--- src/rtl/tftprc_if_top_note.sv ---
// tftprc_if_top_note: holds no logic, the channels sit in tftprc_evt_if and tftprc_res_if
// no dependencies
`default_nettype none
`default_nettype wire

--- src/rtl/tftprc_pkg.sv ---
// tftprc_pkg: types, codes and constants for the tftp read client engine
// no dependencies; used by every other file of the block but tftprc_if_top_note
`default_nettype none
package tftprc_pkg;

  // field widths of the channel words
  localparam int unsigned FUNC_W   = 2;
  localparam int unsigned HALF_W   = 16;
  localparam int unsigned PORT_LEN = 24;
  localparam int unsigned STLEN_W  = 10;
  localparam int unsigned RETRY_W  = 8;
  localparam int unsigned NAK_W    = 5;
  localparam int unsigned CFG_IDX_W = 1;

  // parameter defaults
  localparam int unsigned BLOCK_BYTES_DEF = 512;
  localparam int unsigned LEN_BITS_DEF    = 24;

  // protocol constants
  localparam logic [HALF_W-1:0] OP_DATA   = 16'd3;
  localparam logic [HALF_W-1:0] OP_ERROR  = 16'd5;
  localparam logic [HALF_W-1:0] HDR_BYTES = 16'd12;
  localparam logic [NAK_W-1:0]  NAK_FIRST = 5'd3;
  localparam logic [NAK_W-1:0]  NAK_LATER = 5'd30;

  localparam logic [PORT_LEN-1:0] MAX_BYTES_RST   = 24'hFF_FFFF;
  localparam logic [RETRY_W-1:0]  RETRY_LIMIT_RST = 8'd8;

  // queue between front and back
  localparam int unsigned Q_DEPTH = 2;
  localparam int unsigned Q_AW    = 1;
  localparam int unsigned Q_CW    = 2;

  typedef enum logic [CFG_IDX_W-1:0] {
    CFG_MAX_BYTES   = 1'd0,
    CFG_RETRY_LIMIT = 1'd1
  } cfg_idx_e;

  typedef enum logic [FUNC_W-1:0] {
    FN_START   = 2'd0,
    FN_PACKET  = 2'd1,
    FN_TIMEOUT = 2'd2,
    FN_UNUSED  = 2'd3
  } func_e;

  typedef enum logic [2:0] {
    CMD_START,
    CMD_TIMEOUT,
    CMD_ERROR,
    CMD_BADOP,
    CMD_DATA,
    CMD_NOP
  } cmd_e;

  typedef enum logic [1:0] {
    SEND_NONE = 2'd0,
    SEND_RRQ  = 2'd1,
    SEND_ACK  = 2'd2,
    SEND_NAK  = 2'd3
  } send_e;

  typedef enum logic [1:0] {
    OUT_RUNNING = 2'd0,
    OUT_DONE    = 2'd1,
    OUT_ERROR   = 2'd2,
    OUT_RETRIES = 2'd3
  } outcome_e;

  typedef enum logic [2:0] {
    PS_NONE     = 3'd0,
    PS_BADOP    = 3'd1,
    PS_BADBLOCK = 3'd2,
    PS_OVERSIZE = 3'd3,
    PS_OVERFLOW = 3'd4,
    PS_ACCEPTED = 3'd5
  } pstat_e;

  typedef enum logic [1:0] {
    PH_IDLE = 2'd0,
    PH_RUN  = 2'd1,
    PH_END  = 2'd2
  } phase_e;

  // classified event handed from front to back
  typedef struct packed {
    cmd_e              kind;
    logic [HALF_W-1:0] block_number;
    logic [HALF_W-1:0] plen;
    logic              oversize;
    logic              short_blk;
  } cmd_t;

  // result word held in the output register
  typedef struct packed {
    send_e               send_kind;
    logic [HALF_W-1:0]   ack_block;
    logic                store_enable;
    logic [PORT_LEN-1:0] store_offset;
    logic [STLEN_W-1:0]  store_length;
    logic [PORT_LEN-1:0] bytes_so_far;
    outcome_e            outcome;
    pstat_e              packet_status;
  } res_t;

endpackage
`default_nettype wire

--- src/rtl/tftprc_evt_if.sv ---
// tftprc_evt_if: event channel (valid/ready plus header fields)
// depends on tftprc_pkg for field widths
`default_nettype none
interface tftprc_evt_if;
  logic                           valid;
  logic                           ready;
  logic [tftprc_pkg::FUNC_W-1:0]  func;
  logic [tftprc_pkg::HALF_W-1:0]  opcode;
  logic [tftprc_pkg::HALF_W-1:0]  block_number;
  logic [tftprc_pkg::HALF_W-1:0]  udp_length;

  modport source (output valid, func, opcode, block_number, udp_length, input ready);
  modport sink   (input valid, func, opcode, block_number, udp_length, output ready);
endinterface
`default_nettype wire

--- src/rtl/tftprc_res_if.sv ---
// tftprc_res_if: result channel (valid/ready plus result fields)
// depends on tftprc_pkg for field widths
`default_nettype none
interface tftprc_res_if;
  logic                            valid;
  logic                            ready;
  logic [1:0]                      send_kind;
  logic [tftprc_pkg::HALF_W-1:0]   ack_block;
  logic                            store_enable;
  logic [tftprc_pkg::PORT_LEN-1:0] store_offset;
  logic [tftprc_pkg::STLEN_W-1:0]  store_length;
  logic [tftprc_pkg::PORT_LEN-1:0] bytes_so_far;
  logic [1:0]                      outcome;
  logic [2:0]                      packet_status;

  modport source (output valid, send_kind, ack_block, store_enable, store_offset,
                  store_length, bytes_so_far, outcome, packet_status, input ready);
  modport sink   (input valid, send_kind, ack_block, store_enable, store_offset,
                  store_length, bytes_so_far, outcome, packet_status, output ready);
endinterface
`default_nettype wire

--- src/rtl/tftprc_front.sv ---
// tftprc_front: takes event words and classifies them for the back end
// depends on tftprc_pkg and tftprc_evt_if
`default_nettype none
module tftprc_front #(
  parameter int unsigned BLOCK_BYTES = tftprc_pkg::BLOCK_BYTES_DEF
) (
  tftprc_evt_if.sink        evt_i,
  input  wire logic         q_ready_i,
  output tftprc_pkg::cmd_t  cmd_o,
  output logic              push_o
);

  logic [tftprc_pkg::HALF_W-1:0] plen;
  logic [tftprc_pkg::HALF_W-1:0] blk_bytes;

  assign blk_bytes   = tftprc_pkg::HALF_W'(BLOCK_BYTES);
  assign evt_i.ready = q_ready_i;
  assign push_o      = evt_i.valid && q_ready_i;

  // payload length wraps in 16 bits
  assign plen = evt_i.udp_length - tftprc_pkg::HDR_BYTES;

  always_comb begin
    cmd_o.block_number = evt_i.block_number;
    cmd_o.plen         = plen;
    cmd_o.oversize     = plen > blk_bytes;
    cmd_o.short_blk    = plen < blk_bytes;
    case (tftprc_pkg::func_e'(evt_i.func))
      tftprc_pkg::FN_START:   cmd_o.kind = tftprc_pkg::CMD_START;
      tftprc_pkg::FN_TIMEOUT: cmd_o.kind = tftprc_pkg::CMD_TIMEOUT;
      tftprc_pkg::FN_PACKET: begin
        if (evt_i.opcode == tftprc_pkg::OP_ERROR) begin
          cmd_o.kind = tftprc_pkg::CMD_ERROR;
        end else if (evt_i.opcode == tftprc_pkg::OP_DATA) begin
          cmd_o.kind = tftprc_pkg::CMD_DATA;
        end else begin
          cmd_o.kind = tftprc_pkg::CMD_BADOP;
        end
      end
      default: cmd_o.kind = tftprc_pkg::CMD_NOP;
    endcase
  end

endmodule
`default_nettype wire

--- src/rtl/tftprc_queue.sv ---
// tftprc_queue: short fifo of classified events between front and back
// depends on tftprc_pkg
`default_nettype none
module tftprc_queue (
  input  wire logic              clk_i,
  input  wire logic              rst_ni,
  input  wire logic              push_i,
  input  wire tftprc_pkg::cmd_t  cmd_i,
  output logic                   ready_o,
  input  wire logic              pop_i,
  output logic                   valid_o,
  output tftprc_pkg::cmd_t       cmd_o
);

  tftprc_pkg::cmd_t mem_q [tftprc_pkg::Q_DEPTH];

  logic [tftprc_pkg::Q_AW-1:0] wr_q, wr_d;
  logic [tftprc_pkg::Q_AW-1:0] rd_q, rd_d;
  logic [tftprc_pkg::Q_CW-1:0] cnt_q, cnt_d;

  assign ready_o = cnt_q != tftprc_pkg::Q_CW'(tftprc_pkg::Q_DEPTH);
  assign valid_o = cnt_q != '0;
  assign cmd_o   = mem_q[rd_q];

  always_comb begin
    wr_d  = push_i ? wr_q + 1'b1 : wr_q;
    rd_d  = pop_i ? rd_q + 1'b1 : rd_q;
    cnt_d = cnt_q;
    if (push_i && !pop_i) begin
      cnt_d = cnt_q + 1'b1;
    end else if (pop_i && !push_i) begin
      cnt_d = cnt_q - 1'b1;
    end
  end

  always_ff @(posedge clk_i or negedge rst_ni) begin
    if (!rst_ni) begin
      wr_q  <= '0;
      rd_q  <= '0;
      cnt_q <= '0;
    end else begin
      wr_q  <= wr_d;
      rd_q  <= rd_d;
      cnt_q <= cnt_d;
    end
  end

  always_ff @(posedge clk_i) begin
    if (push_i) begin
      mem_q[wr_q] <= cmd_i;
    end
  end

`ifndef SYNTHESIS
  a_cnt_bound: assert property (@(posedge clk_i) disable iff (!rst_ni)
    cnt_q <= tftprc_pkg::Q_CW'(tftprc_pkg::Q_DEPTH))
    else $error("queue count beyond depth");
  a_pop_nonempty: assert property (@(posedge clk_i) disable iff (!rst_ni)
    pop_i |-> cnt_q != '0)
    else $error("pop from empty queue");
  a_push_room: assert property (@(posedge clk_i) disable iff (!rst_ni)
    push_i |-> ready_o)
    else $error("push into full queue");
`endif

endmodule
`default_nettype wire

--- src/rtl/tftprc_back.sv ---
// tftprc_back: transfer state, event execution and result register
// depends on tftprc_pkg and tftprc_res_if
`default_nettype none
module tftprc_back #(
  parameter int unsigned LEN_BITS = tftprc_pkg::LEN_BITS_DEF
) (
  input  wire logic                               clk_i,
  input  wire logic                               rst_ni,
  input  wire logic                               cfg_we_i,
  input  wire logic [tftprc_pkg::CFG_IDX_W-1:0]   cfg_idx_i,
  input  wire logic [tftprc_pkg::PORT_LEN-1:0]    cfg_wdata_i,
  input  wire logic                               cmd_valid_i,
  input  wire tftprc_pkg::cmd_t                   cmd_i,
  output logic                                    cmd_ready_o,
  tftprc_res_if.source                            res_o
);

  logic [tftprc_pkg::PORT_LEN-1:0] max_q;
  logic [tftprc_pkg::RETRY_W-1:0]  rlim_q;

  logic [tftprc_pkg::HALF_W-1:0]   exp_q, exp_d;
  logic [LEN_BITS-1:0]             rcv_q, rcv_d;
  logic [LEN_BITS-1:0]             lim_q, lim_d;
  logic [tftprc_pkg::NAK_W-1:0]    nak_q, nak_d;
  logic [tftprc_pkg::RETRY_W-1:0]  ret_q, ret_d;
  tftprc_pkg::phase_e              ph_q, ph_d;
  tftprc_pkg::outcome_e            fin_q, fin_d;

  logic                            out_vld_q;
  tftprc_pkg::res_t                res_q, res_d;

  logic                            pop;
  logic                            running;
  logic                            do_rej;
  logic                            do_req;
  tftprc_pkg::send_e               rej_send;
  tftprc_pkg::send_e               req_other;
  tftprc_pkg::send_e               send;
  logic [LEN_BITS:0]               sum_ext;
  logic [LEN_BITS-1:0]             plen_ext;

  assign cmd_ready_o = !out_vld_q || res_o.ready;
  assign pop         = cmd_valid_i && cmd_ready_o;
  assign running     = ph_q == tftprc_pkg::PH_RUN;
  assign plen_ext    = LEN_BITS'(cmd_i.plen);
  assign sum_ext     = {1'b0, rcv_q} + {1'b0, plen_ext};

  always_comb begin
    exp_d     = exp_q;
    rcv_d     = rcv_q;
    lim_d     = lim_q;
    nak_d     = nak_q;
    ret_d     = ret_q;
    ph_d      = ph_q;
    fin_d     = fin_q;
    send      = tftprc_pkg::SEND_NONE;
    do_rej    = 1'b0;
    do_req    = 1'b0;
    rej_send  = tftprc_pkg::SEND_NONE;
    req_other = tftprc_pkg::SEND_NONE;
    res_d     = '0;

    case (cmd_i.kind)
      tftprc_pkg::CMD_START: begin
        exp_d  = 16'd1;
        rcv_d  = '0;
        lim_d  = LEN_BITS'(max_q);
        nak_d  = '0;
        ret_d  = rlim_q;
        ph_d   = tftprc_pkg::PH_RUN;
        fin_d  = tftprc_pkg::OUT_RUNNING;
        do_req = 1'b1;
      end
      tftprc_pkg::CMD_TIMEOUT: begin
        do_rej = running;
      end
      tftprc_pkg::CMD_ERROR: begin
        if (running) begin
          ph_d  = tftprc_pkg::PH_END;
          fin_d = tftprc_pkg::OUT_ERROR;
        end
      end
      tftprc_pkg::CMD_BADOP: begin
        if (running) begin
          res_d.packet_status = tftprc_pkg::PS_BADOP;
          do_rej = 1'b1;
        end
      end
      tftprc_pkg::CMD_DATA: begin
        if (running) begin
          if (cmd_i.block_number != exp_q) begin
            res_d.packet_status = tftprc_pkg::PS_BADBLOCK;
            do_rej = 1'b1;
          end else begin
            exp_d = exp_q + 1'b1;
            send  = tftprc_pkg::SEND_ACK;
            if (cmd_i.oversize) begin
              res_d.packet_status = tftprc_pkg::PS_OVERSIZE;
              do_rej   = 1'b1;
              rej_send = tftprc_pkg::SEND_ACK;
            end else if (sum_ext > {1'b0, lim_q}) begin
              res_d.packet_status = tftprc_pkg::PS_OVERFLOW;
              do_rej   = 1'b1;
              rej_send = tftprc_pkg::SEND_ACK;
            end else begin
              res_d.packet_status = tftprc_pkg::PS_ACCEPTED;
              res_d.store_enable  = 1'b1;
              res_d.store_offset  = tftprc_pkg::PORT_LEN'(rcv_q);
              res_d.store_length  = cmd_i.plen[tftprc_pkg::STLEN_W-1:0];
              rcv_d = sum_ext[LEN_BITS-1:0];
              if (cmd_i.short_blk) begin
                lim_d = rcv_d;
              end
              nak_d = (rcv_d == '0) ? tftprc_pkg::NAK_FIRST : tftprc_pkg::NAK_LATER;
              if (rcv_d == lim_d) begin
                ph_d  = tftprc_pkg::PH_END;
                fin_d = tftprc_pkg::OUT_DONE;
              end
            end
          end
        end
      end
      default: ;
    endcase

    // spend nak budget, falling back to a resent request when it runs out
    if (do_rej) begin
      if (nak_q <= 5'd1) begin
        nak_d     = '0;
        do_req    = 1'b1;
        req_other = rej_send;
      end else begin
        nak_d = nak_q - 1'b1;
        send  = (rej_send == tftprc_pkg::SEND_ACK) ? tftprc_pkg::SEND_ACK
                                                   : tftprc_pkg::SEND_NAK;
      end
    end

    // read request, bounded by the retry budget
    if (do_req) begin
      if (ret_d == '0) begin
        ph_d  = tftprc_pkg::PH_END;
        fin_d = tftprc_pkg::OUT_RETRIES;
        send  = req_other;
      end else begin
        ret_d = ret_d - 1'b1;
        nak_d = (rcv_d == '0) ? tftprc_pkg::NAK_FIRST : tftprc_pkg::NAK_LATER;
        if (rcv_d == lim_d) begin
          ph_d  = tftprc_pkg::PH_END;
          fin_d = tftprc_pkg::OUT_DONE;
        end
        send = tftprc_pkg::SEND_RRQ;
      end
    end

    res_d.send_kind    = send;
    res_d.ack_block    = (send == tftprc_pkg::SEND_ACK) ? cmd_i.block_number : '0;
    res_d.bytes_so_far = tftprc_pkg::PORT_LEN'(rcv_d);
    res_d.outcome      = (ph_d == tftprc_pkg::PH_END) ? fin_d : tftprc_pkg::OUT_RUNNING;
  end

  always_ff @(posedge clk_i or negedge rst_ni) begin
    if (!rst_ni) begin
      max_q     <= tftprc_pkg::MAX_BYTES_RST;
      rlim_q    <= tftprc_pkg::RETRY_LIMIT_RST;
      exp_q     <= 16'd1;
      rcv_q     <= '0;
      lim_q     <= '0;
      nak_q     <= '0;
      ret_q     <= '0;
      ph_q      <= tftprc_pkg::PH_IDLE;
      fin_q     <= tftprc_pkg::OUT_RUNNING;
      out_vld_q <= 1'b0;
    end else begin
      if (cfg_we_i) begin
        case (cfg_idx_i)
          tftprc_pkg::CFG_MAX_BYTES:   max_q  <= cfg_wdata_i;
          tftprc_pkg::CFG_RETRY_LIMIT: rlim_q <= cfg_wdata_i[tftprc_pkg::RETRY_W-1:0];
          default: ;
        endcase
      end
      if (pop) begin
        exp_q <= exp_d;
        rcv_q <= rcv_d;
        lim_q <= lim_d;
        nak_q <= nak_d;
        ret_q <= ret_d;
        ph_q  <= ph_d;
        fin_q <= fin_d;
      end
      if (cmd_ready_o) begin
        out_vld_q <= cmd_valid_i;
      end
    end
  end

  always_ff @(posedge clk_i) begin
    if (pop) begin
      res_q <= res_d;
    end
  end

  assign res_o.valid         = out_vld_q;
  assign res_o.send_kind     = res_q.send_kind;
  assign res_o.ack_block     = res_q.ack_block;
  assign res_o.store_enable  = res_q.store_enable;
  assign res_o.store_offset  = res_q.store_offset;
  assign res_o.store_length  = res_q.store_length;
  assign res_o.bytes_so_far  = res_q.bytes_so_far;
  assign res_o.outcome       = res_q.outcome;
  assign res_o.packet_status = res_q.packet_status;

`ifndef SYNTHESIS
  a_end_has_outcome: assert property (@(posedge clk_i) disable iff (!rst_ni)
    ph_q == tftprc_pkg::PH_END |-> fin_q != tftprc_pkg::OUT_RUNNING)
    else $error("finished transfer without outcome");
  a_nak_bound: assert property (@(posedge clk_i) disable iff (!rst_ni)
    nak_q <= tftprc_pkg::NAK_LATER)
    else $error("nak budget beyond limit");
  a_store_accepted: assert property (@(posedge clk_i) disable iff (!rst_ni)
    out_vld_q && res_q.store_enable |->
      res_q.packet_status == tftprc_pkg::PS_ACCEPTED)
    else $error("store without accepted packet");
  a_idle_quiet: assert property (@(posedge clk_i) disable iff (!rst_ni)
    pop && ph_q == tftprc_pkg::PH_IDLE && cmd_i.kind != tftprc_pkg::CMD_START |=>
      res_q.send_kind == tftprc_pkg::SEND_NONE)
    else $error("send while idle");
`endif

endmodule
`default_nettype wire

--- src/rtl/tftp_read_client_engine_top.sv ---
// tftp_read_client_engine_top: tftp read client header engine, top level
// depends on tftprc_pkg, tftprc_evt_if, tftprc_res_if, tftprc_front,
// tftprc_queue and tftprc_back
//
//   channel   dir  handshake      word
//   evt_i     in   valid/ready    func, opcode, block_number, udp_length
//   res_o     out  valid/ready    send_kind .. packet_status, one per event
//   cfg       in   cfg_we_i only  register index and write data
//
// one event word a cycle sustained while res_o takes its words; an accepted word
// is written into the queue, then popped into the back's result register for res_o
// rst_ni clears the transfer state, the queue and the result valid flag at once
// a stalled res_o holds its word; the two-entry queue keeps evt_i open
// until it fills, so the front and back stall independently
`default_nettype none
module tftp_read_client_engine_top #(
  parameter int unsigned BLOCK_BYTES = tftprc_pkg::BLOCK_BYTES_DEF,
  parameter int unsigned LEN_BITS    = tftprc_pkg::LEN_BITS_DEF
) (
  input  wire logic                             clk_i,
  input  wire logic                             rst_ni,
  input  wire logic                             cfg_we_i,
  input  wire logic [tftprc_pkg::CFG_IDX_W-1:0] cfg_idx_i,
  input  wire logic [tftprc_pkg::PORT_LEN-1:0]  cfg_wdata_i,
  tftprc_evt_if.sink                            evt_i,
  tftprc_res_if.source                          res_o
);

  // classified word from the front, straight into the queue
  tftprc_pkg::cmd_t push_cmd;
  logic             push;
  logic             q_ready;

  // queue head towards the back end
  tftprc_pkg::cmd_t head_cmd;
  logic             head_valid;
  logic             head_pop;
  logic             head_pop_rdy;

  // front: decodes func and opcode, works out the payload length and its size class
  tftprc_front #(
    .BLOCK_BYTES (BLOCK_BYTES)
  ) u_front (
    .evt_i     (evt_i),
    .q_ready_i (q_ready),
    .cmd_o     (push_cmd),
    .push_o    (push)
  );

  // short queue between the two halves
  tftprc_queue u_queue (
    .clk_i   (clk_i),
    .rst_ni  (rst_ni),
    .push_i  (push),
    .cmd_i   (push_cmd),
    .ready_o (q_ready),
    .pop_i   (head_pop),
    .valid_o (head_valid),
    .cmd_o   (head_cmd)
  );

  // back: transfer state, nak and retry budgets, result register
  tftprc_back #(
    .LEN_BITS (LEN_BITS)
  ) u_back (
    .clk_i       (clk_i),
    .rst_ni      (rst_ni),
    .cfg_we_i    (cfg_we_i),
    .cfg_idx_i   (cfg_idx_i),
    .cfg_wdata_i (cfg_wdata_i),
    .cmd_valid_i (head_valid),
    .cmd_i       (head_cmd),
    .cmd_ready_o (head_pop_rdy),
    .res_o       (res_o)
  );

  // pop only when the back end takes the head word
  assign head_pop = head_valid && head_pop_rdy;

endmodule
`default_nettype wire

--- src/flat_wrapper.sv ---
// flat-port wrapper written by rule: the top's interface ports become plain ports
module tftp_read_client_engine_top_flat 
#(
  parameter int unsigned BLOCK_BYTES = tftprc_pkg::BLOCK_BYTES_DEF,
  parameter int unsigned LEN_BITS    = tftprc_pkg::LEN_BITS_DEF
)
  (clk_i, rst_ni, cfg_we_i, cfg_idx_i, cfg_wdata_i, evt_i_valid, evt_i_func, evt_i_opcode, evt_i_block_number, evt_i_udp_length, evt_i_ready, res_o_valid, res_o_send_kind, res_o_ack_block, res_o_store_enable, res_o_store_offset, res_o_store_length, res_o_bytes_so_far, res_o_outcome, res_o_packet_status, res_o_ready);
  tftprc_evt_if evt_i_i ();
  tftprc_res_if res_o_i ();
  input  wire logic clk_i;
  input  wire logic rst_ni;
  input  wire logic cfg_we_i;
  input  wire logic [tftprc_pkg::CFG_IDX_W-1:0] cfg_idx_i;
  input  wire logic [tftprc_pkg::PORT_LEN-1:0] cfg_wdata_i;
  input wire logic [$bits(evt_i_i.valid)-1:0] evt_i_valid;
  input wire logic [$bits(evt_i_i.func)-1:0] evt_i_func;
  input wire logic [$bits(evt_i_i.opcode)-1:0] evt_i_opcode;
  input wire logic [$bits(evt_i_i.block_number)-1:0] evt_i_block_number;
  input wire logic [$bits(evt_i_i.udp_length)-1:0] evt_i_udp_length;
  output wire logic [$bits(evt_i_i.ready)-1:0] evt_i_ready;
  output wire logic [$bits(res_o_i.valid)-1:0] res_o_valid;
  output wire logic [$bits(res_o_i.send_kind)-1:0] res_o_send_kind;
  output wire logic [$bits(res_o_i.ack_block)-1:0] res_o_ack_block;
  output wire logic [$bits(res_o_i.store_enable)-1:0] res_o_store_enable;
  output wire logic [$bits(res_o_i.store_offset)-1:0] res_o_store_offset;
  output wire logic [$bits(res_o_i.store_length)-1:0] res_o_store_length;
  output wire logic [$bits(res_o_i.bytes_so_far)-1:0] res_o_bytes_so_far;
  output wire logic [$bits(res_o_i.outcome)-1:0] res_o_outcome;
  output wire logic [$bits(res_o_i.packet_status)-1:0] res_o_packet_status;
  input wire logic [$bits(res_o_i.ready)-1:0] res_o_ready;
  assign evt_i_i.valid = evt_i_valid;
  assign evt_i_i.func = evt_i_func;
  assign evt_i_i.opcode = evt_i_opcode;
  assign evt_i_i.block_number = evt_i_block_number;
  assign evt_i_i.udp_length = evt_i_udp_length;
  assign evt_i_ready = evt_i_i.ready;
  assign res_o_valid = res_o_i.valid;
  assign res_o_send_kind = res_o_i.send_kind;
  assign res_o_ack_block = res_o_i.ack_block;
  assign res_o_store_enable = res_o_i.store_enable;
  assign res_o_store_offset = res_o_i.store_offset;
  assign res_o_store_length = res_o_i.store_length;
  assign res_o_bytes_so_far = res_o_i.bytes_so_far;
  assign res_o_outcome = res_o_i.outcome;
  assign res_o_packet_status = res_o_i.packet_status;
  assign res_o_i.ready = res_o_ready;
  tftp_read_client_engine_top #(.BLOCK_BYTES(BLOCK_BYTES), .LEN_BITS(LEN_BITS)) u_core (.clk_i(clk_i), .rst_ni(rst_ni), .cfg_we_i(cfg_we_i), .cfg_idx_i(cfg_idx_i), .cfg_wdata_i(cfg_wdata_i), .evt_i(evt_i_i), .res_o(res_o_i));
endmodule
--- config.mk ---
export PLATFORM = sky130hd
export DESIGN_NAME = tftp_read_client_engine_top_flat
export DESIGN_NICKNAME = d
export VERILOG_FILES = /design/src/rtl/tftprc_if_top_note.sv /design/src/rtl/tftprc_pkg.sv /design/src/rtl/tftprc_evt_if.sv /design/src/rtl/tftprc_res_if.sv /design/src/rtl/tftprc_front.sv /design/src/rtl/tftprc_queue.sv /design/src/rtl/tftprc_back.sv /design/src/rtl/tftp_read_client_engine_top.sv /design/src/flat_wrapper.sv
export SDC_FILE = /design/constraint.sdc
export NUM_CORES = 1
export LEC_CHECK = 0
export BUFFER_PORTS_ARGS = -buffer_cell sky130_fd_sc_hd__buf_2
export CORE_ASPECT_RATIO = 1.25
export CORE_MARGIN = 3
export CORE_UTILIZATION = 50
export CTS_CLUSTER_DIAMETER = 120
export CTS_CLUSTER_SIZE = 20
export DETAILED_ROUTE_END_ITERATION = 8
export GPL_TIMING_DRIVEN = 0
export PLACE_DENSITY_LB_ADDON = 0.15
export SETUP_SLACK_MARGIN = 0.1
export SYNTH_ARGS = -nofsm -noshare
export SYNTH_HDL_FRONTEND = slang
export SYNTH_SLANG_ARGS = --single-unit
--- constraint.sdc ---
create_clock -name clk_i -period 11.95 [get_ports clk_i]
set_clock_uncertainty 0.15 [all_clocks]
set_input_delay 3.585 -clock clk_i [delete_from_list [all_inputs] [get_ports clk_i]]
set_output_delay 3.585 -clock clk_i [all_outputs]
set_load 0.01 [all_outputs]
# After elaboration in Yosys (flattened, before gate mapping)
# Memory sizes are Yosys's and may differ from the RTL's.
# Index checks and enable logic that the tools add are counted.
dict set report op_classes {
  n_addsub 9
  order_cmp 4
  n_eq_ne 18
  n_mux 91
  bitwise_logic 3
  n_reduce_logical 21
}
# op n
set ops {}
lappend ops {{2-to-1 mux 24 bit} 14}
lappend ops {{case mux 24 bit (2 select lines)} 2}
lappend ops {{2-to-1 mux 2 bit} 34}
lappend ops {{2-to-1 mux 5 bit} 10}
lappend ops {{equality test 24 bit} 2}
lappend ops {{zero test 24 bit} 2}
lappend ops {{2-to-1 mux 35 bit} 1}
lappend ops {{2-to-1 mux 16 bit} 2}
lappend ops {{case mux 16 bit (2 select lines)} 1}
lappend ops {{adder 24 x 16 -> 25 bit} 1}
lappend ops {{> comparator 25 x 24 -> 1 bit} 1}
lappend ops {{2-to-1 mux 8 bit} 3}
lappend ops {{adder 16 x 1 -> 16 bit, second input constant} 1}
lappend ops {{equality test 16 x 2 -> 1 bit, second input constant} 1}
lappend ops {{equality test 16 x 3 -> 1 bit, second input constant} 1}
lappend ops {{> comparator 16 x 10 -> 1 bit, second input constant} 1}
lappend ops {{< comparator 16 x 10 -> 1 bit, second input constant} 1}
lappend ops {{!= test 16 bit} 1}
lappend ops {{subtractor 16 x 4 -> 16 bit, second input constant} 1}
lappend ops {{2-to-1 mux 3 bit} 5}
lappend ops {{2-to-1 mux 1 bit} 13}
lappend ops {{case mux 2 bit (3 select lines)} 2}
lappend ops {{case mux 5 bit (2 select lines)} 1}
lappend ops {{case mux 3 bit (3 select lines)} 1}
lappend ops {{26 further kinds} 44}
dict set report totals {
  reg_bits 200
  mem_bits_rw 74
  inputBits 80
  output_inout_bits 84
  word_cells 168
  memories 1
}
# memory words width read_ports rd_clocked_by_memory_dff wr line_no
set memory_table {}
lappend memory_table {u_core.u_queue.mem_q 2 37 1 0 1 tftprc_queue.sv:15} ;# tftprc_pkg::cmd_t mem_q [tftprc_pkg::Q_DEPTH];

# Depth between registers and ports, before layout
# Gate-level depths: netlist of run 1.
# An unclocked memory read counts as a cell.
dict set report logic_depth {
  depth_word 19
  mapped_depth 31
  mapped_depth_nobuf 25
}

# By module
# Synthesis of run 1 repeated with hierarchy kept, for this count alone.
dict set report hier_totals {
  cells_unflattened 1447
  area_unflattened_um2 15472.3
}
# module instances cells_per_inst area_each_um2 seq_area_each_um2
set by_module_without_submodules {}
lappend by_module_without_submodules {tftprc_back 1 1224 11885.1 5347.6}
lappend by_module_without_submodules {tftprc_queue 1 131 2941.6 2322.2}
lappend by_module_without_submodules {tftprc_front 1 91 639.4 0.0}
lappend by_module_without_submodules {tftp_read_client_engine_top 1 1 6.3 0.0}

# Least setup slack after synthesis of run 1
# No wires, ideal clock.
dict set report synth_timing {
  path_type {input to register}
  from {in res_o_ready}
  to {reg u_core.u_back.nak_q[1] (netlist name)}
  setup_ns 0.131
  t_arrival_ns 7.101
  required_time_ns 11.669
  slack_ns 4.568
  cell_stages 7
  path_buffers 2
  path_cell_list {nand2b_1 > o21ai_1 > inv_1 > clkbuf_1 > clkbuf_1 > o21ai_0 > o21ai_0}
}
dict set report synth_via {
  elab_chain_len 2
}
# element line_no
set synth_rtl {}
lappend synth_rtl {{start: declaration} flat_wrapper.sv:30} ;# input wire logic [$bits(res_o_i.ready)-1:0] res_o_ready;
lappend synth_rtl {{logical OR 1 bit} tftprc_back.sv:42} ;# assign cmd_ready_o = !out_vld_q || res_o.ready;
lappend synth_rtl {{logical AND 1 bit} --}
lappend synth_rtl {{via u_core.head_pop} tftp_read_client_engine_top.sv:37} ;# logic head_pop;
lappend synth_rtl {{end signal: assignment} tftprc_back.sv:186} ;# nak_q <= nak_d;
lappend synth_rtl {{end: declaration} tftprc_back.sv:24} ;# logic [tftprc_pkg::NAK_W-1:0] nak_q, nak_d;
# The timed path passes the listed nets, and every way through them passes these cells.
# A chain may end at the register's enable or synchronous reset.

==> flow_metrics.py, run 1 <==
metrics = {
    "cells_and_area": {
        "multi_input_area_um2": 6910,
        "seq_area_um2": 7670,
        "final_area_um2": 16900,
        "area_growth_pct": 12.8,
        "nFillCells": 2596,
        "drive_gt1_frac": 0.191,
        "nets": 1696,
        "final_util": 0.575,
        "n_antenna_cell": 0,
    },
    "power_and_ir_drop": {
        "total_leakage_power_nw": 6.98,
        "combPwrFrac": 0.441,
        "netSwitchingPower_mw": 1.45,
        "p_per_area_nw_per_um2": 215,
        "internal-power_mw": 2.17,
        "ir_drop_mv": 0.138,
        "clockPowerShare": 0.163,
        "p_seq_frac": 0.396,
        "power_switching_share": 0.401,
    },
    "clocking": {
        "cts_hold_buf": 0,
        "cts_max_level": 1,
        "clk_pin_slew_worst_paths_ns": 0.09,
        "cts_buffers": 17,
        "cts.path.max_buffers": 3,
        "tritoncts": "yes",
        "cts_setup_buffers": 0,
        "cts-root-buf": "clkbuf_16",
        "cts_resized": 0,
        "cts.sinks": 274,
        "clock_latency_ns": 0.52,
    },
    "floorplanning": {
        "die_h_um": 200,
        "die_w_um": 161,
        "placementRows": 70,
        "ios": 164,
        "fp.coreArea_um2": 29400,
        "initial_utilization": 0.509,
        "dieArea_um2": 32100,
    },
    "synthesis": {
        "ys_seq_elements": 274,
        "synth-edff-count": 156,
        "synth-main-ff-cell": "edfxtp_1",
        "ys_top_cells_by_area": "edfxtp_1 (31%), dfrtp_1 (15%), dfstp_2 (4.6%)",
        "yosysTopAreaCell": "edfxtp_1",
        "ys_async_sr_fraction": 0.431,
        "synth_cell_types": 82,
        "synth_cells": 1382,
        "synth_top_area_frac": 0.312,
        "syn_area_per_cell_um2": 10.8,
        "syn_nets": 1510,
        "yosys_warnings": 0,
        "syn_area_um2": 15000,
        "synth_seq_area_share": 0.512,
    },
    "global_routing": {
        "grt_pass1_wl_um": 68500,
        "grt-ovfl-total": 0,
        "grt_max_degree": 80,
        "grt_pass1_vias": 11700,
        "grt_use_total": 0.278,
        "antenna_found_initial": 0,
    },
    "setup_path": {
        "timing.critical_path.slowest_stage_cell": "xor2_1",
        "path_max_fanout": 10,
        "reg2reg_setup_slack_ns": 1.73,
        "critPathTopFamily": "compound AO/OA/AOI/OAI gates",
        "r2r-end": "u_core.u_back.ph_q[0]",
        "crit_arrival_ns": 10.48,
        "cp.required_ns": 12.21,
        "reg2reg_depth": 27,
        "cp_num_buf_inv": 6,
        "cp-end-kind": "flop",
        "critical_path_class": "flop to flop",
        "worstReg2RegStart": "u_core.u_queue.rd_q",
        "startpoint_type": "flop",
        "max_stage_delay_ns": 0.80,
    },
    "routing": {
        "vias_per_cell": 6.10,
        "drt-pass1-iter-count": 5,
        "drt_wl_total_um": 45500,
        "avgRoutedWirePerCell_um": 23.0,
        "drc": 0,
        "dr.first_iter.drc_count": 1102,
        "vias": 12100,
        "ant_nets": 0,
    },
    "timing": {
        "fmax_mhz": 97.8,
        "max_slew.worst_pin.slew_ns": 1.17,
        "min_period_over_period": 0.855,
        "setup_ws_ns": 1.73,
        "hold_viol": 0,
        "tns_ns": 0,
        "slew_headroom": 0.210,
        "finalSetupViolCount": 0,
        "period_needed_ns": 10.22,
        "whs_ns": 0.344,
        "slew_viol_final": 0,
        "rsz0062_at_grt": "false",
    },
    "run_status": {
        "status": "complete, no violations",
    },
    "placement": {
        "placedInstanceArea_um2": 16400,
        "dp_hpwl_um": 34400,
        "gp_congestion": 1.01,
        "pre_cts_ws_ns": 2.05,
        "io_buffers": 163,
    },
    "min_path": {
        "min_to": "u_core.u_back.ret_q[0]",
        "hold_start": "u_core.u_back.ret_q[0]",
        "min_delay_path_depth": 2,
        "hold_path.class": "flop to flop",
    },
    "run": {
        "cap_violations": 0,
    },
}
==> flip-flops by register name, summed over array words and instances (netlist names), 2 cells and up <==
signal and count:
u_core.u_back.exp_q 16, u_core.u_back.fin_q 2, u_core.u_back.lim_q 24, u_core.u_back.max_q 24, u_core.u_back.nak_q 5, u_core.u_back.ph_q 2
u_core.u_back.rcv_q 24, u_core.u_back.res_o.ack_block 16, u_core.u_back.res_o.bytes_so_far 24, u_core.u_back.res_o.outcome 2, u_core.u_back.res_o.packet_status 3, u_core.u_back.res_o.send_kind 2
u_core.u_back.res_o.store_length 10, u_core.u_back.res_o.store_offset 24, u_core.u_back.ret_q 8, u_core.u_back.rlim_q 8, u_core.u_queue.cnt_q 2, u_core.u_queue.mem_q 74
==> power groups by stage <==
| stage | Combinational [mW] | Sequential [mW] | Clock, mW |
|---|---|---|---|
| 6_report | 1.60 | 1.44 | 0.591 |
| 5_1_grt | 1.73 | 1.46 | 0.638 |
| 4_1_cts | 1.59 | 1.44 | 0.603 |
| 3_5_place_dp | 1.58 | 1.45 | 0 |
| 3_3_place_gp | 1.54 | 1.47 | 0 |
| 2_1_floorplan | 1.01 | 1.48 | 0 |
==> cell usage in the layout (no fill, tap or decap), types with 15 or more instances in the layout <==
cell type / synthesis / routed
nand3_1: 30 / 30
a22o_1: 29 / 29
and3_1: 17 / 16
xnor2_1: 60 / 60
a21oi_1: 70 / 70
and2_1: 35 / 35
dfrtp_1: 92 / 92
nor2_1: 123 / 122
nand4_1: 19 / 19
nand2b_1: 15 / 15
xor2_1: 39 / 39
dfstp_2: 26 / 26
mux2i_1: 21 / 21
ha_1: 47 / 47
o21ai_0: 79 / 79
inv_1: 49 / 49
clkbuf_16: 0 / 17
a21o_1: 17 / 17
buf_2: 3 / 165
edfxtp_1: 156 / 156
clkbuf_1: 44 / 54
mux2_2: 52 / 52
o22ai_1: 19 / 19
nand2_1: 98 / 98
nor3_1: 38 / 38
==> per-layer routing <==
metal / share of wire / track usage
met5: 0 / 0
met3: 0.069 / 0.0338
met2: 0.49 / 0.479
met4: 0.047 / 0.119
met1: 0.40 / 0.358
==> synth_stat cells (5+ instances only) <==
library cell,number
dfstp_2,26
a22o_1,29
nand2b_1,15
o21a_1,7
nand3_1,30
xor2_1,39
mux2i_1,21
o21ai_0,79
inv_1,49
nor4_1,14
nand2_1,98
a22oi_1,12
a211oi_1,6
or3_1,11
a21oi_1,70
clkbuf_1,44
o22ai_1,19
a21o_1,17
buf_1,5
xnor3_1,8
a31oi_1,8
or4_1,8
o21ai_1,7
and3_1,17
nand4_1,19
xnor2_1,60
edfxtp_1,156
o31ai_1,9
nor3_1,38
and2_1,35
or2_2,6
o41ai_1,8
dfrtp_1,92
ha_1,47
mux2_2,52
nor2_1,123
a32o_1,7
o22a_1,6
nor2b_1,7
==> worst register-to-register path, delay by kind of cell, from the launching register on <==
family | cells | cell delay [ns]
xor gates and xnor gates | 1 | 0.80
and+or+nand+nor | 7 | 2.20
muxes | 1 | 0.44
AOI/OAI and AO/OA | 10 | 2.92
buffers and inverters | 6 | 2.63
DFF | 1 | 0.36
adders and majority gates | 2 | 0.64
==> how the worst max path moves through the flow <==
| stage | slack, ns | end | cells after the start | from |
|---|---|---|---|---|
| 3_5_place_dp | 2.05 | u_core.u_back.ph_q[0] | 27 | u_core.u_queue.rd_q |
| 3_3_place_gp | 2.09 | u_core.u_back.ph_q[0] | 27 | u_core.u_queue.rd_q |
| 4_1_cts | 1.97 | u_core.u_back.ph_q[0] | 27 | u_core.u_queue.rd_q |
| 5_1_grt | 1.41 | u_core.u_back.fin_q[0] | 27 | u_core.u_queue.rd_q |
| 6_report | 1.73 | u_core.u_back.ph_q[0] | 27 | u_core.u_queue.rd_q |
| 2_1_floorplan | 4.57 | u_core.u_back.nak_q[1] | 7 | res_o_ready |
==> area by class of cell <==
type | count | share of cell area
plain buffers | 55 | 0.0138
well taps | 396 | 0.0293
clock inverters | 2 | 0.00104
flip-flops and latches | 274 | 0.454
inverters | 50 | 0.0111
multi-input cells | 1003 | 0.409
repair buffers | 167 | 0.0547
clock buffers | 28 | 0.0276
==> stage by stage <==
stage | power [mW] | instances
after floorplan | 2.49 | 1382
after global placement | 3.01 | 1941
after detailed placement | 3.04 | 1945
after CTS | 3.63 | 1975
after global routing | 3.83 | 1975
final | 3.63 | 1975
==> cells by family (layout without fill, tap and decap cells) <==
kind of cell	Yosys count	count (layout)	synth area share
flip-flops	274	274	0.512
XOR/XNOR	107	107	0.0699
multiplexers	75	75	0.0549
adder cells (fa/ha/maj)	48	48	0.0406
AND/OR/NAND/NOR	443	443	0.148
buffers and inverters	105	302	0.0278
AO/OA/AOI/OAI	330	330	0.148
Note: power is estimated with default switching activity, not from simulation.
==> inputs of run 2 (changes only) <==
- ABC_AREA: not set -> 1
==> run 2 against run 1 <==
Against the previous run: power grew 40%; via count is 26% higher; clock power grew 4.7%; critical path type unchanged.
==> flow_metrics.py, run 2 <==
metrics = {
    "timing": {
        "hold_viol": 0,
        "fmax_mhz": 132,
        "rsz0062_at_grt": "false",
        "max_slew.worst_pin.slew_ns": 0.907,
        "finalSetupViolCount": 0,
        "period_needed_ns": 7.60,
        "min_period_over_period": 0.636,
        "whs_ns": 0.335,
        "tns_ns": 0,
        "slew_viol_final": 0,
        "slew_headroom": 0.395,
    },
    "min_path": {
        "hold_start": "u_core.u_queue.cnt_q[0]",
        "min_delay_path_depth": 1,
        "hold_path.class": "flop to flop",
        "min_to": "u_core.u_queue.cnt_q[0]",
    },
    "global_routing": {
        "grt_max_degree": 65,
        "use_met1": 0.376,
        "met3_usage": 0.0352,
        "grt-ovfl-total": 0,
        "antenna_found_initial": 0,
        "grt_use_met2": 0.568,
        "busiest_layer": "met2",
        "grt_pass1_wl_um": 86300,
        "grt_use_total": 0.325,
        "grt_pass1_vias": 14900,
    },
    "power_and_ir_drop": {
        "fin_total_pwr_mw": 5.09,
        "total_leakage_power_nw": 8.80,
        "ir_drop_mv": 0.197,
        "p_per_area_nw_per_um2": 278,
    },
    "setup_path": {
        "worstReg2RegStart": "u_core.u_queue.rd_q",
        "timing.critical_path.slowest_stage_cell": "o21ai_0",
        "crit_arrival_ns": 7.85,
        "cp-end-kind": "flop",
        "path_max_fanout": 10,
        "path_common_cell": "nand2_1",
        "startpoint_type": "flop",
        "reg2reg_setup_slack_ns": 4.35,
        "r2r-end": "u_core.u_back.nak_q[3]",
        "reg2reg_depth": 37,
        "critical_path_class": "flop to flop",
        "max_stage_delay_ns": 0.67,
        "cp.required_ns": 12.20,
    },
    "clocking": {
        "cts.sinks": 274,
        "tritoncts": "yes",
        "clk_pin_slew_worst_paths_ns": 0.10,
        "cts_setup_buffers": 0,
        "cts.path.max_buffers": 3,
        "clock_latency_ns": 0.55,
        "cts_resized": 0,
        "cts-root-buf": "clkbuf_16",
        "cts_hold_buf": 0,
        "cts_max_level": 1,
        "cts_buffers": 17,
    },
    "synthesis": {
        "syn_area_um2": 16300,
        "ys_top_cells_by_area": "edfxtp_1 (29%), dfrtp_1 (14%), nand2_1 (13%)",
        "synth_seq_area_share": 0.470,
        "yosys.area_share.simple": 0.279,
        "yosys-mux-area-fraction": 0.0116,
        "ys_async_sr_fraction": 0.431,
        "synth_cells": 2065,
        "synth_top_family_by_area": "simple AND/OR/NAND/NOR gates",
        "synth_top_area_frac": 0.287,
        "synth_compound_area_frac": 0.0973,
        "synth-edff-count": 156,
        "synth_common_cells": "nand2_1 (576), inv_1 (275), nor2_1 (174)",
        "synth_cell_types": 56,
        "syn_nets": 2193,
        "yosys_warnings": 0,
        "ys_seq_elements": 274,
        "synthAdderAreaFrac": 0.0372,
        "synth-main-ff-cell": "edfxtp_1",
        "syn_area_per_cell_um2": 7.91,
        "synth_xor_xnor_area_share": 0.0172,
        "yosysTopAreaCell": "edfxtp_1",
        "yosysMostFrequentCell": "nand2_1",
    },
    "cells_and_area": {
        "drive_gt1_frac": 0.142,
        "stdcell_count": 2673,
        "regMostFlops": "u_core.u_queue.mem_q",
        "n_antenna_cell": 0,
        "final_common_cell": "nand2_1",
        "layout_common_cells": "nand2_1 (576), inv_1 (275), buf_2 (184)",
        "area_growth_pct": 12.0,
        "seq_area_um2": 7670,
        "multi_input_area_um2": 7240,
        "nFillCells": 2996,
        "nets": 2379,
        "largest_register_ffs": 74,
    },
    "floorplanning": {
        "ios": 164,
        "die_w_um": 168,
        "die_h_um": 208,
        "placementRows": 73,
        "fp.coreArea_um2": 32000,
        "initial_utilization": 0.511,
        "dieArea_um2": 34900,
    },
    "routing": {
        "drt_wl_total_um": 57700,
        "avgRoutedWirePerCell_um": 21.6,
        "drt-pass1-iter-count": 6,
        "drc": 0,
        "ant_nets": 0,
        "vias": 15200,
        "dr.first_iter.drc_count": 1288,
        "vias_per_cell": 5.68,
    },
    "placement": {
        "gp_congestion": 0.993,
        "io_buffers": 163,
        "dp_hpwl_um": 45300,
        "dpl.cell_count": 2644,
    },
    "run_status": {
        "status": "complete, no violations",
    },
    "run": {
        "cap_violations": 0,
    },
}
## run 2: changes by cell type in the layout (fill, tap and decap cells not counted), sizes merged, moves of 28 or more
cell / before / now
nor2: 124 / 182
nand2: 98 / 580
mux2: 52 / 16
nand3: 32 / 141
inv: 51 / 288
nand4: 19 / 63
buf: 178 / 206
xnor2: 60 / 10
a22o: 29 / 0
o21ai: 86 / 147
## run 2: worst max path at each step
| stage | end | slack [ns] | from | cells past startpoint |
|---|---|---|---|---|
| 3_5_place_dp | u_core.u_back.nak_q[3] | 4.57 | u_core.u_queue.rd_q | 36 |
| 6_report | u_core.u_back.nak_q[3] | 4.35 | u_core.u_queue.rd_q | 37 |
| 4_1_cts | u_core.u_back.nak_q[3] | 4.53 | u_core.u_queue.rd_q | 36 |
| 3_3_place_gp | u_core.u_back.lim_q[10] | 2.60 | res_o_ready | 6 |
| 2_1_floorplan | u_core.u_back.res_o.ack_block[0] | 4.68 | res_o_ready | 4 |
| 5_1_grt | u_core.u_back.nak_q[3] | 3.87 | u_core.u_queue.rd_q | 37 |
## run 2: cells by family (layout without fill, tap and decap cells)
| logic type | after synthesis | after routing |
|---|---|---|
| adder cells (fa/ha/maj) | 48 | 48 |
| XOR/XNOR | 32 | 32 |
| buffers and inverters | 360 | 556 |
| AND/OR/NAND/NOR | 1051 | 1051 |
| AO/OA/AOI/OAI | 283 | 283 |
| multiplexers | 17 | 17 |
| flip-flops | 274 | 274 |
## run 2: critical path: cells and delay by family (launching register included)
family | cells | cell delay [ns]
compound gates | 3 | 0.89
simple gates | 23 | 3.89
fa+ha+maj | 2 | 0.69
flops | 1 | 0.38
buf+inv | 9 | 1.42
## run 2: cell type report
type	instances	share of cell area
plain buffers	71	0.0194
clock buffers	29	0.0274
inverters	289	0.0594
multi-input cells	1431	0.396
flip-flops and latches	274	0.419
well taps	412	0.0282
repair buffers	167	0.0509
## run 2: through the flow
step,utilization,setup WS [ns],instance area (µm²)
floorplan,-,4.68,16300
global placement,0.553,2.60,17700
detailed placement,0.557,4.57,17800
CTS,0.573,4.53,18300
global route,0.573,3.87,18300
finish,0.573,4.35,18300
## run 2: metal layers
metal | share of wire | wire [µm] | vias up
met3 | 0.057 | 3290 | 185
met1 | 0.37 | 21300 | 7166
met5 | 0 | 0 | -
met4 | 0.081 | 4660 | 0
li1 | - | - | 7186
met2 | 0.49 | 28400 | 634
## run 2: power breakdown
part	switching [mW]	internal [mW]	leakage, nW
registers	0.182	1.38	2.99
clock network	0.331	0.289	0.241
logic	2.04	0.875	5.57
total	2.55	2.55	8.80
==> inputs of run 3 (changes only) <==
- clock period: 11.95 -> 6.94 ns (I/O delays scaled with it)
==> run 3 against run 2 <==
Against the previous run: clock power is 71% higher; worst hold slack hardly changed; power is 73% higher; global-route usage hardly changed; sequential power is 73% higher; final cell count stayed put; via count is 0.11% higher; largest power group unchanged; highest routed layer unchanged; sequential cell count stayed put; cell area is 0.82% higher; count of clock-buffer cells in the layout stayed put; core utilization is 0.47 points higher; largest cell class unchanged.
==> flow_metrics.py, run 3 (synthesized netlist as in run 2, its figures left out) <==
metrics = {
    "run_status": {
        "status": "complete, no violations",
    },
    "routing": {
        "drc": 0,
        "met1_length_um": 21000,
        "top_layer": "met4",
        "avgRoutedWirePerCell_um": 21.6,
        "vias_per_cell": 5.68,
        "drt_wl_total_um": 57700,
        "dr.first_iter.drc_count": 1327,
        "wl_met3_um": 3480,
        "ant_nets": 0,
        "drt-pass1-iter-count": 6,
        "wl_met2_um": 28500,
        "vias": 15200,
    },
    "timing": {
        "slew_headroom": 0.307,
        "finalSetupViolCount": 0,
        "rsz0062_at_grt": "false",
        "hold_viol": 0,
        "slew_viol_final": 0,
        "max_slew.worst_pin.slew_ns": 1.04,
        "min_period_over_period": 0.931,
        "period_needed_ns": 6.46,
        "whs_ns": 0.335,
        "fmax_mhz": 155,
    },
    "setup_path": {
        "timing.critical_path.slowest_stage_cell": "dfrtp_1",
        "crit_arrival_ns": 6.71,
        "startpoint_type": "flop",
        "path_common_cell": "nand2_1",
        "path_max_fanout": 19,
        "critPathTopFamily": "simple AND/OR/NAND/NOR gates",
        "cp.required_ns": 7.18,
        "cp_num_buf_inv": 10,
        "max_stage_delay_ns": 0.38,
        "critical_path_class": "flop to flop",
        "cp-end-kind": "flop",
        "reg2reg_setup_slack_ns": 0.48,
    },
    "cells_and_area": {
        "area_growth_pct": 13.0,
        "stdcell_count": 2673,
        "drive_gt1_frac": 0.155,
        "final_util": 0.577,
        "nets": 2379,
        "n_antenna_cell": 0,
        "regMostFlops": "u_core.u_queue.mem_q",
        "largest_register_ffs": 74,
        "layout_common_cells": "nand2_1 (566), inv_1 (275), buf_2 (180)",
        "final_common_cell": "nand2_1",
        "final_area_um2": 18500,
    },
    "global_routing": {
        "grt_pass1_vias": 15000,
        "grt_use_total": 0.325,
        "grt_pass1_wl_um": 86300,
        "grt-ovfl-total": 0,
        "antenna_found_initial": 0,
        "grt_max_degree": 65,
    },
    "clocking": {
        "cts_buffers": 17,
        "cts.path.max_buffers": 3,
        "cts_max_level": 1,
        "clock_latency_ns": 0.54,
        "clk_pin_slew_worst_paths_ns": 0.10,
        "cts.sinks": 274,
        "cts-root-buf": "clkbuf_16",
        "tritoncts": "yes",
    },
    "floorplanning": {
        "die_h_um": 208,
        "placementRows": 73,
        "ios": 164,
        "initial_utilization": 0.511,
        "dieArea_um2": 34900,
        "fp.coreArea_um2": 32000,
        "die_w_um": 168,
    },
    "run": {
        "cap_violations": 0,
    },
    "power_and_ir_drop": {
        "ir_drop_mv": 0.338,
        "p_per_area_nw_per_um2": 478,
        "total_leakage_power_nw": 8.83,
    },
    "min_path": {
        "hold_path.class": "flop to flop",
    },
    "placement": {
        "io_buffers": 163,
        "dp_hpwl_um": 45300,
        "placedInstanceArea_um2": 17800,
        "dpl.cell_count": 2644,
        "gp_congestion": 0.993,
    },
}
## run 3: changes by cell type in the layout (fill, tap and decap cells not counted), sizes merged
cell    delta
buf        +1
clkbuf     -1
## run 3: final timing paths
| path | start | to | cells after the start |
|---|---|---|---|
| worst max register to register | u_core.u_queue.rd_q | u_core.u_back.nak_q[3] | 39 |
| worst min-delay path | u_core.u_queue.cnt_q[0] | u_core.u_queue.cnt_q[0] | 1 |
| worst max-delay path | u_core.u_queue.rd_q | u_core.u_back.nak_q[3] | 39 |
| max in group asynchronous | rst_ni | u_core.u_back.max_q[8] | 2 |
| worst min register to register | u_core.u_queue.cnt_q[0] | u_core.u_queue.cnt_q[0] | 1 |
| min in group asynchronous | rst_ni | u_core.u_back.rcv_q[22] | 1 |
## run 3: routing by layer
metal  GRT usage  up-vias
li1            -     7194
met1       0.375     7144
met2       0.569      668
met3      0.0353      181
met4       0.217        0
met5           0        -
## run 3: per-stage QoR
stage          TNS [ns]  total power [mW]  setup WS, ns
4_1_cts               0              8.72         0.106
3_5_place_dp      -5.13              7.63        -0.438
5_1_grt               0              9.46         0.138
2_1_floorplan         0              5.87          1.18
6_report              0              8.83         0.477
3_3_place_gp     -79.96              7.57        -0.907
## run 3: repair_timing
item	4_1_cts	5_1_grt
setup buffers	1	1
setup endpoints to repair	27	33
pin swaps	1	3
gates resized for setup	10	45
hold buffers	0	0
## run 3: cell type report
class	count	area (µm²)
inverter	289	1090
sequential	274	7670
fill	2978	13500
clock buffer	29	502
buffer	69	364
multi-input combinational	1431	7370
timing repair buffer	169	947
tap	412	515
## run 3: power breakdown
group | leakage (nW) | total, mW | switching, mW | internal (mW)
clock network | 0.241 | 1.06 | 0.564 | 0.497
logic | 5.60 | 5.07 | 3.53 | 1.54
registers | 2.99 | 2.70 | 0.316 | 2.38
total | 8.83 | 8.83 | 4.41 | 4.42
